**src/design/ivt_ram.sv**
```systemverilog
module ivt_ram #(
	parameter int WIDTH = 8,
	parameter int DEPTH = 64
) (
	input  logic                     clk,
	input  logic                     we,
	input  logic [$clog2(DEPTH)-1:0] waddr,
	input  logic [WIDTH-1:0]         wdata,
	input  logic [$clog2(DEPTH)-1:0] raddr,
	output logic [WIDTH-1:0]         rdata
);

	logic [WIDTH-1:0] mem_q [DEPTH];

	// single write port, registered read
	always_ff @(posedge clk) begin
		if (we) begin
			mem_q[waddr] <= wdata;
		end
		rdata <= mem_q[raddr];
	end

endmodule
```
**config.mk**
```make
export PLATFORM = sky130hd
export DESIGN_NAME = ivt_ram
export DESIGN_NICKNAME = d
export VERILOG_FILES = /design/src/design/ivt_ram.sv
export SDC_FILE = /design/constraint.sdc
export NUM_CORES = 1
export LEC_CHECK = 0
export BUFFER_PORTS_ARGS = -buffer_cell sky130_fd_sc_hd__buf_4
export CORE_ASPECT_RATIO = 2
export CORE_MARGIN = 2
export CORE_UTILIZATION = 60
export DETAILED_ROUTE_END_ITERATION = 10
export PLACE_DENSITY = 0.81
export SYNTH_ARGS = -nofsm -noshare
export SYNTH_HDL_FRONTEND = slang
export SYNTH_SLANG_ARGS = --single-unit
```
**constraint.sdc**
```tcl
create_clock -name clk -period 2.4 [get_ports clk]
set_clock_uncertainty 0.1 [all_clocks]
set_input_delay 0.48 -clock clk [delete_from_list [all_inputs] [get_ports clk]]
set_output_delay 0.48 -clock clk [all_outputs]
set_load 0.1 [all_outputs]
```
==> results of run 1 <==
-- critical path, delay by kind of cell --
| kind | cells | cell delay, ps |
|---|---|---|
| muxes | 2 | 940 |
| buffers and inverters | 3 | 690 |
| AOI/OAI and AO/OA | 3 | 390 |
-- power breakdown --
part	total [mW]	internal, mW	switching, mW
clock	6.57	3.56	3.01
combinational	1.16	0.420	0.743
sequential	10.1	10.0	0.0330
total	17.8	14.0	3.79
-- path summary, 6_finish.rpt --
path / start / end / slack (ps) / cells past startpoint
max reg2reg: mem_q[20][6] / rdata[6] / 200 / 5
max: raddr[0] / rdata[3] / 190 / 8
min reg2reg: mem_q[26][4] / rdata[4] / 770 / 3
min: raddr[5] / rdata[5] / 250 / 2
-- area by class of cell --
type                    count  area (µm²)
flip-flops and latches    520       15500
fillers                  1930       10500
multi-input cells         369        4320
repair buffers            155        1270
clock buffers              45        1040
well taps                 436         546
clock inverters            24         224
-- kinds of logic (layout without fill, tap and decap cells) --
logic type / after synthesis / count (layout) / synth area share
buf+inv: 51 / 224 / 0.0157
flops: 520 / 520 / 0.770
compound gates: 54 / 54 / 0.0207
mux: 162 / 162 / 0.159
simple gates: 153 / 153 / 0.0339
-- state kept, by name (all words and copies together), names as in the netlist --
name and flops:
mem_q 512, rdata 8
-- layout by cell type, fill, tap and decap left out, drive strengths merged, types with 3 or more instances in the layout --
cell	n
o221ai	8
nor2	83
o2bb2ai	3
nor3	7
nand3	13
a211oi	4
o2111ai	3
mux2	13
a22oi	3
mux4	126
buf	154
nor2b	14
a21oi	3
o21ai	4
edfxtp	512
bufinv	4
clkinv	17
nand2	19
clkinvlp	3
nand2b	7
o22ai	8
mux2i	23
dfxtp	8
nand3b	3
a221oi	6
clkbuf	46
-- per-layer routing --
metal  wire [µm]  GRT usage  vias to the layer above
met3        3430     0.0366                      174
met2       26000      0.504                      646
met4        3590      0.177                        0
met1       14900      0.317                     5342
met5           0          0                        -
li1            -          -                     4197
-- stage by stage --
| stage | cells | setup WS (ps) | instance area (µm²) | hold slack (ps) | TNS [ps] |
|---|---|---|---|---|---|
| final | 1549 | 188 | 22900 | 247 | 0 |
| after global routing | 1549 | 148 | 22900 | 247 | 0 |
| after CTS | 1549 | 186 | 22900 | 220 | 0 |
| after detailed placement | 1480 | -221 | 21700 | 707 | -1470 |
| after global placement | 1480 | -270 | 21700 | 714 | -1280 |
| after floorplan | 940 | 152 | 20200 | 479 | 0 |
==> impl_results.md, run 1 <==
- Fin. max-slew vios: 0
- CTS hold repair buffers: 0
- Pre-antenna DRT Iters: 5
- Drc violations: 0
- Final Wtd Congestion: roughly 0.91
- Post-CTS Setup Inserts: 0
- Hold Vio Cnt, Final: 0
- First-pass GRT wire length: a little over 70000 µm
- Synthesized net count: 962
- # IOs: 30
- P&R area growth vs syn: 13.7%
- Sink Count: 520
- Final WL: roughly 48000 µm
- Number of global-route vias before repair: ~11000
- Ant. Diodes: 0
- Worst path arrival time: about 2500 ps
- WS Path Type: in2reg
- Crit path capture type: flop
- Cell variety after synth: 40
- Finish-stage setup viols: 0
- Remaining Overflow, GRT: 0
- Yosys reg bits: between 500 and 600
- Worst Hold Class: in2reg
- Post-synth EDFFs: between 500 and 600
- Die Wd: 134 µm
- Clk_lat worst skew: ~550 ps
- Synth area leaders: edfxtp_1 76%, mux4_2 14%, nor2_1 1.5%, mux2i_1 1.1%, dfxtp_1 0.79%
- Post-CTS Resized: 0
- Die Height: approximately 260 µm
- Synth warn: 0
- CP max stage delay: 520 ps
- CP Data Required Time: roughly 2700 ps
- Port Buffer Count: 29
- Slew HR: 0.498
- Initial antenna violation count: 0
- Largest fanout on the critical path: 27
- Min cycle time layout: between 2000 and 2500 ps
- Final Power: 17.8 mW
- Root Driver: clkbuf_16
- GRT Resource Usage Total: 0.282
- Status: complete, no violations
- Mapped Avg Cell Area: ~21 µm²
- Leading area contributor after synthesis: edfxtp_1
- Ys async rst share: 0
- DR iter-0 viols: around 1400
- Core area: around 33000 µm²
- Cell Pwr Density: between 700 and 800 nW/µm²
- CP Cell Sequence: clkbuf_8, buf_12, buf_12, mux4_2, mux2i_1, a21oi_1, o21ai_1, o41ai_1
- Via density: 6.69
- Leakage: between 7 and 8 nW
- Top FF cell, synth: edfxtp_1
- Top cells by count, synth: 512 x edfxtp_1, 126 x mux4_2, 83 x nor2_1, 23 x mux2i_1, 19 x nand2_1
- Seq/Total Area, Yosys: 0.770
- Largest net degree at the start of global routing: 65
- Setup crit start kind: input pin
- CTS tree: built
- Clock H-tree levels: 2
- Post-synthesis cell count: 940
- Die area: 35200 µm²
- Cell area after synthesis: around 20000 µm²
- Initial Util: 0.604
- CTS Buf Count: 39
- Avg WL per Cell: approximately 31 µm
- RSZ-0062 raised after global routing: false
- Yosys top cell area share: 0.762
- Max Fclk: 452 MHz
- Max cap viols: 0
- CP max-delay cell: mux4_2
- Worst vdd ir: ~0.0006 V
- Most frequent CP cell: buf_12
- Clock Path Buffers: 3
- Final nets: 1107
- Fin crit share: 0.922
- Vias: 10400
- # rows: between 90 and 100
- Hpwl dp: around 30000 µm
- CTS clk-pin slew, worst paths: 70 ps
- Final ANT Viol Nets: 0
- Final design utilization: 0.687
- Tightest Pin Transition: ~750 ps
- Top-count cell post-synth: edfxtp_1
- Fraction of layout cells with a size suffix above 1: 0.319
Power figures use the tool's default switching activity.
==> run 2: changes to the inputs <==
Settings changed: CORE_MARGIN 2 to 1, SETUP_SLACK_MARGIN from default to 0.2.
==> impl_results.md, run 2 (synthesis gave the netlist of run 1 again) <==
- Fin crit share: 0.902 (-0.0198)
- Largest registers: mem_q: 512 flops, rdata: 8 flops
- # IOs: 30 (unchanged)
- Die Height: 261 µm (-0.76%)
- Most frequent cells in the layout: 512 x edfxtp_1, 151 x buf_4, 126 x mux4_2, 83 x nor2_1, 45 x clkbuf_16
- Worst vdd ir: 0.000573 V (-5.9%)
- Commonest non-fill, non-tap cell in the layout: edfxtp_1
- Worst path arrival time: 2490 ps (-50 ps)
- CP Data Required Time: 2730 ps (about the same)
- RSZ-0062 raised after global routing: false
- Worst Hold Class: in2reg
- Clock Path Buffers: 3 (unchanged)
- Max Fclk: 462 MHz (+2.2%)
- Initial Util: 0.612 (+0.00860)
- # rows: 94 (-1.1%)
- Port Buffer Count: 29 (unchanged)
- Setup crit start kind: flop
- Die Wd: 132 µm (-1.5%)
- Slew HR: 0.493 (-0.00446)
- Clock H-tree levels: 2 (unchanged)
- Sink Count: 520 (unchanged)
- CTS hold repair buffers: 0 (unchanged)
- Ant. Diodes: 0 (unchanged)
- CTS tree: built
- Clk_lat worst skew: 560 ps (about the same)
- Crit path capture type: flop
- Core area: 32900 µm² (-1.4%)
- Final Power: 18.6 mW (+4.3%)
- Fill count: 1906 (-1.2%)
- CTS clk-pin slew, worst paths: 70 ps (about the same)
- Number of global-route vias before repair: 10800 (-0.20%)
- Largest fanout on the critical path: 1 (-96%)
- Max reg flops: 512 (unchanged)
- Hpwl dp: 30500 µm (+1.8%)
- Remaining Overflow, GRT: 0 (unchanged)
- Root Driver: clkbuf_16
- Fin. max-slew vios: 0 (unchanged)
- DP Area: 21700 µm² (+0.28%)
- GRT Resource Usage Total: 0.291 (+0.00889)
- Pre-antenna DRT Iters: 6 (+1)
- Top reg by flops: mem_q
- Via density: 6.66 (-0.37%)
- Post-CTS Setup Inserts: 0 (unchanged)
- Tightest Pin Transition: 760 ps (+6.69 ps)
- Die area: 34400 µm² (-2.2%)
- Initial antenna violation count: 0 (unchanged)
- Setup WS post-layout: 236 ps (+47.4 ps)
- Finish-stage setup viols: 0 (unchanged)
- DR iter-0 viols: 1201 (-16%)
- First-pass GRT wire length: 70100 µm (-0.88%)
- DP Worst Slack: -437 ps (-216 ps)
- Leakage: 7.53 nW (+1.8%)
- Hold Vio Cnt, Final: 0 (unchanged)
- WS Path Type: reg2reg
- P&R area growth vs syn: 15.1%
- Largest net degree at the start of global routing: 65 (unchanged)
- Cell Pwr Density: 800 nW/µm² (+3.1%)
- Drc violations: 0 (unchanged)
- Status: complete, no violations
- Final WL: 47800 µm (-0.47%)
- Final nets: 1117 (+0.90%)
- Final ANT Viol Nets: 0 (unchanged)
- Design Area, Final: 23200 µm² (+1.2%)
- Fraction of layout cells with a size suffix above 1: 0.324 (+0.00491)
- Avg WL per Cell: 30.6 µm (-1.1%)
- Min cycle time layout: 2160 ps (-47.4 ps)
- Final Wtd Congestion: 0.884 (-3.3%)
- Vias: 10400 (+0.27%)
- Max cap viols: 0 (unchanged)
- CTS Buf Count: 42 (+7.7%)
## run 2: cell types whose count changed in the layout (fill, tap and decap cells not counted), moves of 2 or more
cell       delta
clkbuf_1      +3
clkinv_2      -5
buf_4         +5
clkinv_1      +2
clkbuf_16     +4
bufinv_16     +4
## run 2: per-stage QoR
stage | utilization | std cells | TNS [ps] | hold slack [ps]
finish | 0.705 | 1559 | 0 | 244
detailed placement | 0.660 | 1483 | -2290 | 747
global placement | 0.660 | 1483 | -1950 | 725
global route | 0.705 | 1559 | 0 | 250
CTS | 0.705 | 1559 | 0 | 218
floorplan | - | 940 | 0 | 479
## run 2: area by class of cell
cell class                 instances  area, µm²  share of cell area
clock buffer                      52       1150              0.0497
tap                              432        541              0.0233
sequential                       520      15500               0.669
multi-input combinational        369       4320               0.186
clock inverter                    24        322              0.0139
timing repair buffer             162       1340              0.0577
## run 2: final timing paths
| check | startpoint | endpoint | slack (ps) | depth (start not counted) |
|---|---|---|---|---|
| max | mem_q[29][6] | rdata[6] | 240 | 5 |
| min | raddr[5] | rdata[5] | 240 | 2 |
| max reg2reg | mem_q[29][6] | rdata[6] | 240 | 5 |
| min reg2reg | mem_q[18][1] | rdata[1] | 800 | 4 |
## run 2: what timing repair did
item,4_1_cts,5_1_grt
endpoints found under the setup margin,3,0
endpoints found under the hold margin,0,0
resized for setup,3,0
## run 2: critical path, stage by stage, from the launching register on
cell	delay [ps]
edfxtp_1	390
mux4_2	490
mux2_2	330
o221a_2	310
nor3_1	290
o32ai_1	140
## run 2: power by group
group	leakage [nW]	internal, mW	switching, mW
registers	4.67	10.0	0.0281
logic	2.15	0.435	0.736
clock network	0.714	4.28	3.05
## run 2: layer usage
layer,vias to the layer above,routed length (µm),GRT usage
li1,4224,-,-
met1,5386,15000,0.320
met2,593,26200,0.532
met3,184,3040,0.0395
met4,0,3450,0.183
met5,-,0,0
==> run 3: changes to the inputs <==
Settings changed: SETUP_SLACK_MARGIN 0.2 to 0.5.
==> impl_results.md, run 3 (synthesis gave the netlist of run 1 again) <==
- Worst path arrival time: 2350 ps (-140 ps)
- Die Height: 261 µm (unchanged)
- Crit path max-delay family: multiplexers
- Worst Hold Class: in2reg
- Ant. Diodes: 0 (unchanged)
- P_sw: 3.91 mW (+2.5%)
- Initial Util: 0.612 (unchanged)
- Tightest Pin Transition: 734 ps (-25.4 ps)
- First-pass GRT wire length: 71700 µm (+2.3%)
- Most frequent cells in the layout: 512 x edfxtp_1, 160 x buf_4, 126 x mux4_2, 54 x nor2_1, 44 x clkbuf_16
- Via density: 6.64 (-0.35%)
- Vias: 10500 (+0.73%)
- Final nets: 1136 (+1.7%)
- GRT Resource Usage Total: 0.297 (+0.00611)
- Die area: 34400 µm² (unchanged)
- Int Power: 14.4 mW (-2.7%)
- DP Cell Count: 1490 (+0.47%)
- Min cycle time layout: 2030 ps (-134 ps)
- Drc violations: 0 (unchanged)
- Finish-stage setup viols: 0 (unchanged)
- Avg WL per Cell: 31.4 µm (+2.7%)
- Die Wd: 132 µm (unchanged)
- Final design utilization: 0.718 (+0.0135)
- Largest fanout on the critical path: 1 (unchanged)
- Port Buffer Count: 29 (unchanged)
- Logic pwr share: 0.071 (+0.008)
- Max reg flops: 512 (unchanged)
- Setup crit start kind: flop
- CP Data Required Time: 2720 ps (about the same)
- Non-Filler Instances: 1576 (+1.1%)
- CP max stage delay: 490 ps (about the same)
- Core area: 32900 µm² (unchanged)
- Clk_lat worst skew: 560 ps (about the same)
- CTS tree: built
- Status: complete, no violations
- Fin crit share: 0.846 (-0.0557)
- # IOs: 30 (unchanged)
- Largest net degree at the start of global routing: 65 (unchanged)
- RSZ-0062 raised after global routing: true
- Leakage: 7.66 nW (+1.7%)
- Worst vdd ir: 0.000648 V (+13%)
- Fin. max-slew vios: 0 (unchanged)
- Crit path capture type: flop
- Sink Count: 520 (unchanged)
- Hpwl dp: 31200 µm (+2.2%)
- CTS Buf Count: 41 (-2.4%)
- Final ANT Viol Nets: 0 (unchanged)
- P&R area growth vs syn: 17.3%
- Top reg by flops: mem_q
- Max Fclk: 492 MHz (+6.6%)
- Remaining Overflow, GRT: 0 (unchanged)
- Clock Path Buffers: 3 (unchanged)
- Cell Pwr Density: 772 nW/µm² (-3.5%)
- Sum of negative setup slack: 0 ps (unchanged)
- Final Wtd Congestion: 0.899 (+1.8%)
- # rows: 94 (unchanged)
- Max cap viols: 0 (unchanged)
- Pre-antenna DRT Iters: 5 (-1)
- WS Path Type: reg2reg
- Worst Path Buf+Inv: 0 (unchanged)
- Hold Vio Cnt, Final: 0 (unchanged)
- Number of global-route vias before repair: 11000 (+1.8%)
- CTS clk-pin slew, worst paths: 70 ps (about the same)
- Commonest non-fill, non-tap cell in the layout: edfxtp_1
- CP max-delay cell: mux4_2
- Clock H-tree levels: 2 (unchanged)
- Initial antenna violation count: 0 (unchanged)
- Final WL: 49600 µm (+3.8%)
- CTS hold repair buffers: 0 (unchanged)
- Slew HR: 0.510 (+0.0169)
- Root Driver: clkbuf_16
- Clock Power Share: 0.377 (-0.018)
- Sw Share: 0.214 (+0.00868)
- Fraction of layout cells with a size suffix above 1: 0.374 (+0.0503)
- CP Cell Sequence: mux4_2, mux2_4, o221a_4, nor3_4, o32ai_1
- Sequential share of power: 0.552 (+0.010)
- Fill count: 1860 (-2.4%)
- DR iter-0 viols: 1211 (+0.83%)
- Largest registers: mem_q: 512 flops, rdata: 8 flops
-- run 3: cell count changes in the layout (fill, tap and decap cells not counted), moves of 4 or more --
cell / delta
nor2_1: -29
nor2_2: +18
nor2_4: +11
buf_4: +9
buf_12: +6
buf_6: +4
-- run 3: layer usage --
layer	track usage	vias to the layer above	wire (µm)
met5	0	-	0
met4	0.172	0	3230
met3	0.0362	149	3330
met2	0.543	597	27100
met1	0.336	5451	15900
li1	-	4266	-
-- run 3: timing repair --
item | in CTS | in global routing
cloned | 0 | 1
endpoints found under the setup margin | 10 | 8
endpoints found under the hold margin | 0 | 0
setup buffers | 6 | 6
gates resized for setup | 27 | 9
pin swaps | 4 | 2
-- run 3: final timing paths --
| check | start | to | slack [ps] | cells past startpoint |
|---|---|---|---|---|
| worst max-delay path | mem_q[20][4] | rdata[4] | 370 | 5 |
| worst min-delay path | waddr[1] | mem_q[49][1] | 260 | 2 |
| worst max register to register | mem_q[20][4] | rdata[4] | 370 | 5 |
| worst min register to register | mem_q[7][7] | rdata[7] | 760 | 4 |
-- run 3: through the flow --
step	cell area (µm²)	hold slack (ps)	worst slack (ps)	power [mW]
floorplan	20400	479	272	10.9
global placement	22000	736	-350	11.5
detailed placement	22000	743	-369	11.5
CTS	23500	229	417	18.3
global route	23700	255	370	18.6
finish	23700	264	369	18.3
-- run 3: cell type report --
| type | instances | area (µm²) | share of cell area |
|---|---|---|---|
| timing repair buffer | 182 | 1610 | 0.0681 |
| sequential | 520 | 15500 | 0.657 |
| multi-input combinational | 369 | 4620 | 0.195 |
| tap | 432 | 541 | 0.0229 |
| clock inverter | 25 | 253 | 0.0107 |
| clock buffer | 48 | 1090 | 0.0463 |
-- run 3: power by group through the flow --
stage	registers [mW]	clock network, mW	logic [mW]
3_3_place_gp	10.3	0	1.17
2_1_floorplan	10.4	0	0.560
6_report	10.1	6.88	1.30
4_1_cts	10.1	6.94	1.26
3_5_place_dp	10.3	0	1.20
5_1_grt	10.1	7.22	1.34
